===== src/rtl/ghp_pkg.sv =====
// Shared types and constants for the generational handle pool.
// Used by ghp_front, ghp_back and generational_handle_pool; depends on nothing.
package ghp_pkg;

	localparam int SLOTS_DEF      = 1024;
	localparam int ITEM_WIDTH_DEF = 32;

	localparam int LIMIT_W  = 11;
	localparam int COUNT_W  = 11;
	localparam int HANDLE_W = 32;
	localparam int DATA_W   = 32;
	localparam int IDX_W    = 16;
	localparam int GEN_W    = 15;

	localparam logic [LIMIT_W-1:0] LIMIT_RESET = 11'd1024;
	localparam logic [IDX_W-1:0]   IDX_NULL    = 16'hffff;
	localparam logic [GEN_W-1:0]   GEN_WRAP    = 15'h7fff;

	localparam logic [1:0] ST_OK    = 2'd0;
	localparam logic [1:0] ST_FULL  = 2'd1;
	localparam logic [1:0] ST_STALE = 2'd2;

	typedef enum logic [1:0] {
		OPC_ADD    = 2'd0,
		OPC_REMOVE = 2'd1,
		OPC_GET    = 2'd2,
		OPC_NOP    = 2'd3
	} opcode_t;

	// Classified request as it travels from front to back
	typedef struct packed {
		opcode_t           kind;
		logic              idx_in_range;
		logic [IDX_W-1:0]  idx;
		logic [GEN_W-1:0]  gen;
		logic [DATA_W-1:0] data;
	} req_t;

	// Slot table entry: live entries hold their generation, freed ones also link on
	typedef struct packed {
		logic              inv;
		logic [GEN_W-1:0]  gen;
		logic [IDX_W-1:0]  link;
	} slot_ent_t;

endpackage


===== src/rtl/ghp_front.sv =====
// Front end of the handle pool: decodes incoming requests and queues them.
// Depends on ghp_pkg; feeds ghp_back through a two-entry queue.
module ghp_front #(
	parameter int SLOTS = ghp_pkg::SLOTS_DEF
) (
	input  logic                          clk,
	input  logic                          arst_n,
	input  logic                          in_valid,
	output logic                          in_ready,
	input  logic [1:0]                    opcode,
	input  logic [ghp_pkg::HANDLE_W-1:0]  handle_in,
	input  logic [ghp_pkg::DATA_W-1:0]    item_data,
	output logic                          req_valid,
	input  logic                          req_ready,
	output ghp_pkg::req_t                 req
);
	import ghp_pkg::*;

	req_t       q_mem_q [2];
	logic [1:0] q_cnt_q;
	logic       wr_ptr_q;
	logic       rd_ptr_q;
	req_t       req_new;
	logic       push;
	logic       pop;

	always_comb begin
		req_new.kind         = opcode_t'(opcode);
		req_new.idx          = handle_in[IDX_W-1:0];
		req_new.gen          = handle_in[IDX_W+GEN_W-1:IDX_W];
		req_new.data         = item_data;
		// bit 31 of the handle plays no part in any check
		req_new.idx_in_range = {1'b0, handle_in[IDX_W-1:0]} < (IDX_W+1)'(SLOTS);
	end

	assign in_ready  = q_cnt_q != 2'd2;
	assign req_valid = q_cnt_q != 2'd0;
	assign req       = q_mem_q[rd_ptr_q];
	assign push      = in_valid && in_ready;
	assign pop       = req_valid && req_ready;

	always_ff @(posedge clk or negedge arst_n) begin
		if (!arst_n) begin
			q_cnt_q  <= 2'd0;
			wr_ptr_q <= 1'b0;
			rd_ptr_q <= 1'b0;
		end else begin
			if (push) wr_ptr_q <= !wr_ptr_q;
			if (pop) rd_ptr_q <= !rd_ptr_q;
			priority if (push && !pop) begin
				q_cnt_q <= q_cnt_q + 2'd1;
			end else if (pop && !push) begin
				q_cnt_q <= q_cnt_q - 2'd1;
			end
		end
	end

	always_ff @(posedge clk) begin
		if (push) q_mem_q[wr_ptr_q] <= req_new;
	end

endmodule


===== config.mk =====
export PLATFORM = sky130hd
export DESIGN_NAME = ghp_front
export DESIGN_NICKNAME = d
export VERILOG_FILES = /design/src/rtl/ghp_pkg.sv /design/src/rtl/ghp_front.sv
export SDC_FILE = /design/constraint.sdc
export NUM_CORES = 1
export LEC_CHECK = 0
export BUFFER_PORTS_ARGS = -buffer_cell sky130_fd_sc_hd__buf_4
export CAP_MARGIN = 20
export CORE_MARGIN = 3
export CORE_UTILIZATION = 54
export CTS_BUF_LIST = sky130_fd_sc_hd__clkbuf_4 sky130_fd_sc_hd__clkbuf_8
export CTS_CLUSTER_DIAMETER = 150
export DETAILED_ROUTE_END_ITERATION = 6
export PLACE_DENSITY_LB_ADDON = 0.1
export SETUP_SLACK_MARGIN = 0.02
export SYNTH_ARGS = -nofsm -noshare
export SYNTH_HDL_FRONTEND = slang
export SYNTH_SLANG_ARGS = --single-unit

===== constraint.sdc =====
create_clock -name clk -period 5.5 [get_ports clk]
set_clock_uncertainty 0.15 [all_clocks]
set_input_delay 0.55 -clock clk [delete_from_list [all_inputs] [get_ports clk]]
set_output_delay 0.55 -clock clk [all_outputs]
set_load 0.02 [all_outputs]

### Yosys cells after proc, flatten, opt, wreduce, memory -nomap -nowiden

Memory sizes are Yosys's and may differ from the RTL's.
Cells that the tools add are included.

| cells by class | value |
|---|---|
| $add $sub $neg | 2 |
| $lt $le $gt $ge | 1 |
| eq/ne operators | 1 |
| mux-type cells | 4 |
| reductions and logical operators | 10 |

Operators by type and width:

| operator | number |
|---|---|
| < comparator 16 x 11 -> 1 bit, second input constant | 1 |
| logical AND 1 bit | 4 |
| zero test 1 bit | 4 |
| 2-to-1 mux 2 bit | 2 |
| nonzero test 2 bit | 2 |
| adder 2 x 1 -> 2 bit, second input constant | 1 |
| 2-to-1 mux 1 bit | 2 |
| inequality test 2 bit, second input constant | 1 |
| subtractor 2 x 1 -> 2 bit, second input constant | 1 |

| word-level totals | value |
|---|---|
| register bits | 4 |
| RAM bits | 132 |
| input bits | 70 |
| output and inout bits | 68 |
| word-level logic and storage cells | 22 |
| memories | 1 |

Memories:

| memory | depth | bits a word | read ports | clocked after Yosys merged registers in | write ports | RTL line | RTL |
|---|---|---|---|---|---|---|---|
| q_mem_q | 2 | 66 | 1 | 0 | 1 | ghp_front.sv:19 | `req_t q_mem_q [2];` |

### Longest topological paths before layout

| depth | value |
|---|---|
| word-level depth | 6 |
| mapped depth | 7 |
| gate-level depth less buffers | 7 |

### Worst setup path before layout

No wires, ideal clock.

| path | value |
|---|---|
| path type | flip-flop to flip-flop |
| start point | register q_cnt_q[0] |
| end point | memory q_mem_q[0][0] (netlist bit), enable pin |
| library setup time | 0.490 ns |
| arrival | 3.557 ns |
| required time | 4.860 ns |
| path slack | 1.302 ns |
| stages on the path, launching flop included | 4 |
| buffers on the path | 0 |
| period minus slack after synthesis | 4.198 ns |
| cells stage by stage | dfrtp_1 nand2b_1 nand2_1 nor2_1 |

| on the way | value |
|---|---|
| word-level cells in the longest chain between the ends | 4 |

Ends and longest elaborated chain:

| element | RTL line | RTL |
|---|---|---|
| from (decl) | ghp_front.sv:20 | `logic [1:0] q_cnt_q;` |
| from (signal assigned) | ghp_front.sv:51 | `q_cnt_q <= q_cnt_q + 2'd1;` |
| from (signal assigned) | ghp_front.sv:53 | `q_cnt_q <= q_cnt_q - 2'd1;` |
| inequality test 2 bit | ghp_front.sv:36 | `assign in_ready = q_cnt_q != 2'd2;` |
| named net in_ready | ghp_front.sv:9 | `output logic in_ready,` |
| logical AND 1 bit | ghp_front.sv:39 | `assign push = in_valid && in_ready;` |
| 2-to-1 mux 1 bit | ghp_front.sv:59 | `if (push) q_mem_q[wr_ptr_q] <= req_new;` |
| 2-to-1 mux 1 bit (implied by the code) | ghp_front.sv:59 |  |
| to (decl) | ghp_front.sv:19 |  |

The timed path passes the listed nets, and every way through them passes these cells.

==> out/qor.tcl <==
set qor(finalSetupViolCount) 0
set qor(diodes) 0
set qor(synth_compound_gate_area_share_pct) 0
set qor(critical_path_class) {flip-flop to output pin}
set qor(drive_above_1_share_pct) 61.8
set qor(hold_viol) 0
set qor(ioPinCount) 138
set qor(ys_top_cells_by_area) {sky130_fd_sc_hd__edfxtp_1, sky130_fd_sc_hd__mux2_4, sky130_fd_sc_hd__mux2_2}
set qor(floorplan.initialDensity_pct) 56.9
set qor(maxSlewHeadroom_pct) 28.5
set qor(postSynthAreaPerCell_um2) 22.6
set qor(utilization_pct) 74.1
set qor(p_int_uw) 2430
set qor(combPwrFrac_pct) 35.1
set qor(worstPathRequired_ns) 4.80
set qor(worst_margin_pin_slew_ns) 1.07
set qor(cts_htree_levels) 4
set qor(main_combinational_cell_family_by_area_after_synthesis) {multiplexers}
set qor(pwr-share-seq_pct) 44.1
set qor(totalPowerFinal_uw) 3600
set qor(clk_pin_slew_ns) 0.08
set qor(totalWireLength_um) 8800
set qor(timing.critical_path.arrival_ns) 2.19
set qor(detailroute.via_count) 2531
set qor(dp_hpwl_um) 5660
set qor(die_area_mm2) 0.0106
set qor(p_sw_uw) 1170
set qor(cap_viol_max_count) 0
set qor(period_share_pct) 52.5
set qor(synth.top_cell.area_share_pct) 78.0
set qor(clock_share_of_power_pct) 20.8
set qor(run_status) {complete, no violations}
set qor(hold_slack_ns) 0.161
set qor(timing.setup.tns_ns) 0
set qor(synth.yosys.seq_area_share_pct) 80.0
set qor(synth.mux.area_fraction_pct) 16.8
set qor(clock_insertion_delay_worst_skew_ns) 0.41
set qor(first_pass_grt_wire_length_um) 13400
set qor(ir_drop_mv) 0.382
set qor(tritoncts_num_sinks) 136
set qor(maximum_buffer_depth_of_the_clock_tree) 2
set qor(finalCriticalPeriod_ns) 2.89
set qor(drt-pass1-iter-count) 4
set qor(synth_simple_gate_area_share_pct) 0.911
set qor(post_synth_instance_area_mm2) 0.00508
set qor(grt_setup_unrepaired) {no}
set qor(net_count_after_synthesis) 296
set qor(post_cts_resized) 0
set qor(drc) 0
set qor(adder_and_majority_cell_fraction_of_the_synthesized_area_pct) 0.246
set qor(die-width_um) 103
set qor(yosys.area_share.xor_xnor_pct) 0.862
set qor(ys.warnings.count) 0
set qor(drtIter0Drc) 122
set qor(num_rows) 34
set qor(nets) 448
set qor(p_leak_uw) 0.00256
set qor(finalMaxSlewViolations) 0
set qor(gp_routability_congestion) 0.667
set qor(synth-seq-cells) 136
set qor(dpl.cell_count) 464
set qor(grt_max_degree) 68
set qor(power_per_cell_area_mw_per_mm2) 544
set qor(dominant_cell_type_by_area_after_synthesis) {sky130_fd_sc_hd__edfxtp_1}
set qor(achievable_freq_ghz) 0.346
set qor(crit_fanout) 67
set qor(cts_root_buffer) {sky130_fd_sc_hd__clkbuf_8}
set qor(post_synth_inst_count) 225
set qor(first_global_vias) 2712
set qor(core_region_area_mm2) 0.00893
set qor(port-buffer-count) 136
set qor(hp-class) {input pin to flip-flop}
set qor(power.switching_fraction_pct) 32.4
set qor(critPathLaunchType) {flip-flop}
set qor(antenna_found_initial) 0
set qor(gr-total-overflow) 0
set qor(cp-end-kind) {output pin}
set qor(final_cell_count_no_fill) 498
set qor(cts_tree) {built}
set qor(detail-route-antenna-nets) 0
set qor(chip_height_um) 103
set qor(syn_to_final_growth_pct) 30.3
set qor(via_per_inst) 5.08
set qor(mostFrequentLayoutCell) {sky130_fd_sc_hd__buf_4}
set qor(cts_inserted_buffers) 17
set qor(track_usage_pct) 16.9
set qor(final_cell_mix) {sky130_fd_sc_hd__buf_4, sky130_fd_sc_hd__edfxtp_1, sky130_fd_sc_hd__mux2_2}
set qor(synth_cell_types) 18
set qor(post_drt_wl_per_cell_um) 17.7
[stage by stage]
step                      setup WS (ns)  instance area [um2]
after global placement             2.80                 6210
after global routing               2.52                 6620
after CTS                          2.58                 6590
after detailed placement           2.80                 6210
after floorplan                    1.30                 5080
final                              2.61                 6620
[area by class of cell]
cell class	instances	area, um2
clock buffer	19	249
timing repair buffer	140	1070
tap	108	135
sequential	136	4070
inverter	1	3.75
fill	536	2310
multi-input combinational	81	967
clock inverter	13	124
[worst paths after layout]
| kind | start | to | slack, ns | cells after the start |
|---|---|---|---|---|
| worst min register to register | q_cnt_q[1] | q_cnt_q[1] | 0.35 | 1 |
| worst max-delay path | rd_ptr_q | req[2] | 2.61 | 2 |
| worst min-delay path | item_data[11] | q_mem_q[0][11] | 0.16 | 1 |
| worst max register to register | q_cnt_q[0] | q_mem_q[1][13] | 3.12 | 3 |
| min in group asynchronous | arst_n | wr_ptr_q | 0.33 | 2 |
| max in group asynchronous | arst_n | rd_ptr_q | 4.75 | 2 |
[registers in the layout, summed over array words and instances, names as in the netlist]
register,cells
wr_ptr_q,1
q_cnt_q,2
rd_ptr_q,1
q_mem_q,132
[worst max-delay path: stages (launching register included)]
cell and delay, ns:
sky130_fd_sc_hd__dfrtp_4 1.12, sky130_fd_sc_hd__mux2_2 0.43, sky130_fd_sc_hd__buf_4 0.16
[kinds of logic (layout without fill, tap and decap cells)]
logic type	count (synthesis)	count (layout)
fa+ha+maj	1	1
mux	66	66
flops	136	136
simple gates	9	9
buf+inv	8	173
xor+xnor	5	5
[cells in the mapped netlist]
cell type,number
sky130_fd_sc_hd__edfxtp_1,132
sky130_fd_sc_hd__mux2_2,36
sky130_fd_sc_hd__mux2_4,30
sky130_fd_sc_hd__dfrtp_1,4
sky130_fd_sc_hd__buf_2,3
sky130_fd_sc_hd__buf_6,3
sky130_fd_sc_hd__xnor2_1,3
sky130_fd_sc_hd__nand2_1,2
sky130_fd_sc_hd__nor2_1,2
sky130_fd_sc_hd__xor2_1,2
sky130_fd_sc_hd__and3_1,1
sky130_fd_sc_hd__buf_4,1
sky130_fd_sc_hd__ha_1,1
sky130_fd_sc_hd__inv_1,1
sky130_fd_sc_hd__nand2b_1,1
sky130_fd_sc_hd__nor3_1,1
sky130_fd_sc_hd__or2_2,1
sky130_fd_sc_hd__or4_1,1
[metal layers]
metal,routed length [um],vias up,global-route usage [%],share of wire (%)
met3,673,11,5.95,7.6
met4,102,0,6.27,1.2
met5,0,-,0,0
li1,-,1192,-,-
met1,3410,1236,20.4,39
met2,4610,92,28.3,52
[power by group through the flow]
stage | sequential, uW | clock [uW] | combinational (uW)
5_1_grt | 1620 | 813 | 1340
4_1_cts | 1600 | 767 | 1270
3_5_place_dp | 1620 | 0 | 1260
2_1_floorplan | 1500 | 0 | 899
3_3_place_gp | 1610 | 0 | 1250
6_report | 1590 | 748 | 1260
[repair_timing]
action | in CTS | in global routing
hold buffers | 1 | 0
endpoints found under the hold margin | 4 | 0
buffers inserted | 0 | 0
Note: power is estimated with default switching activity, not from simulation.
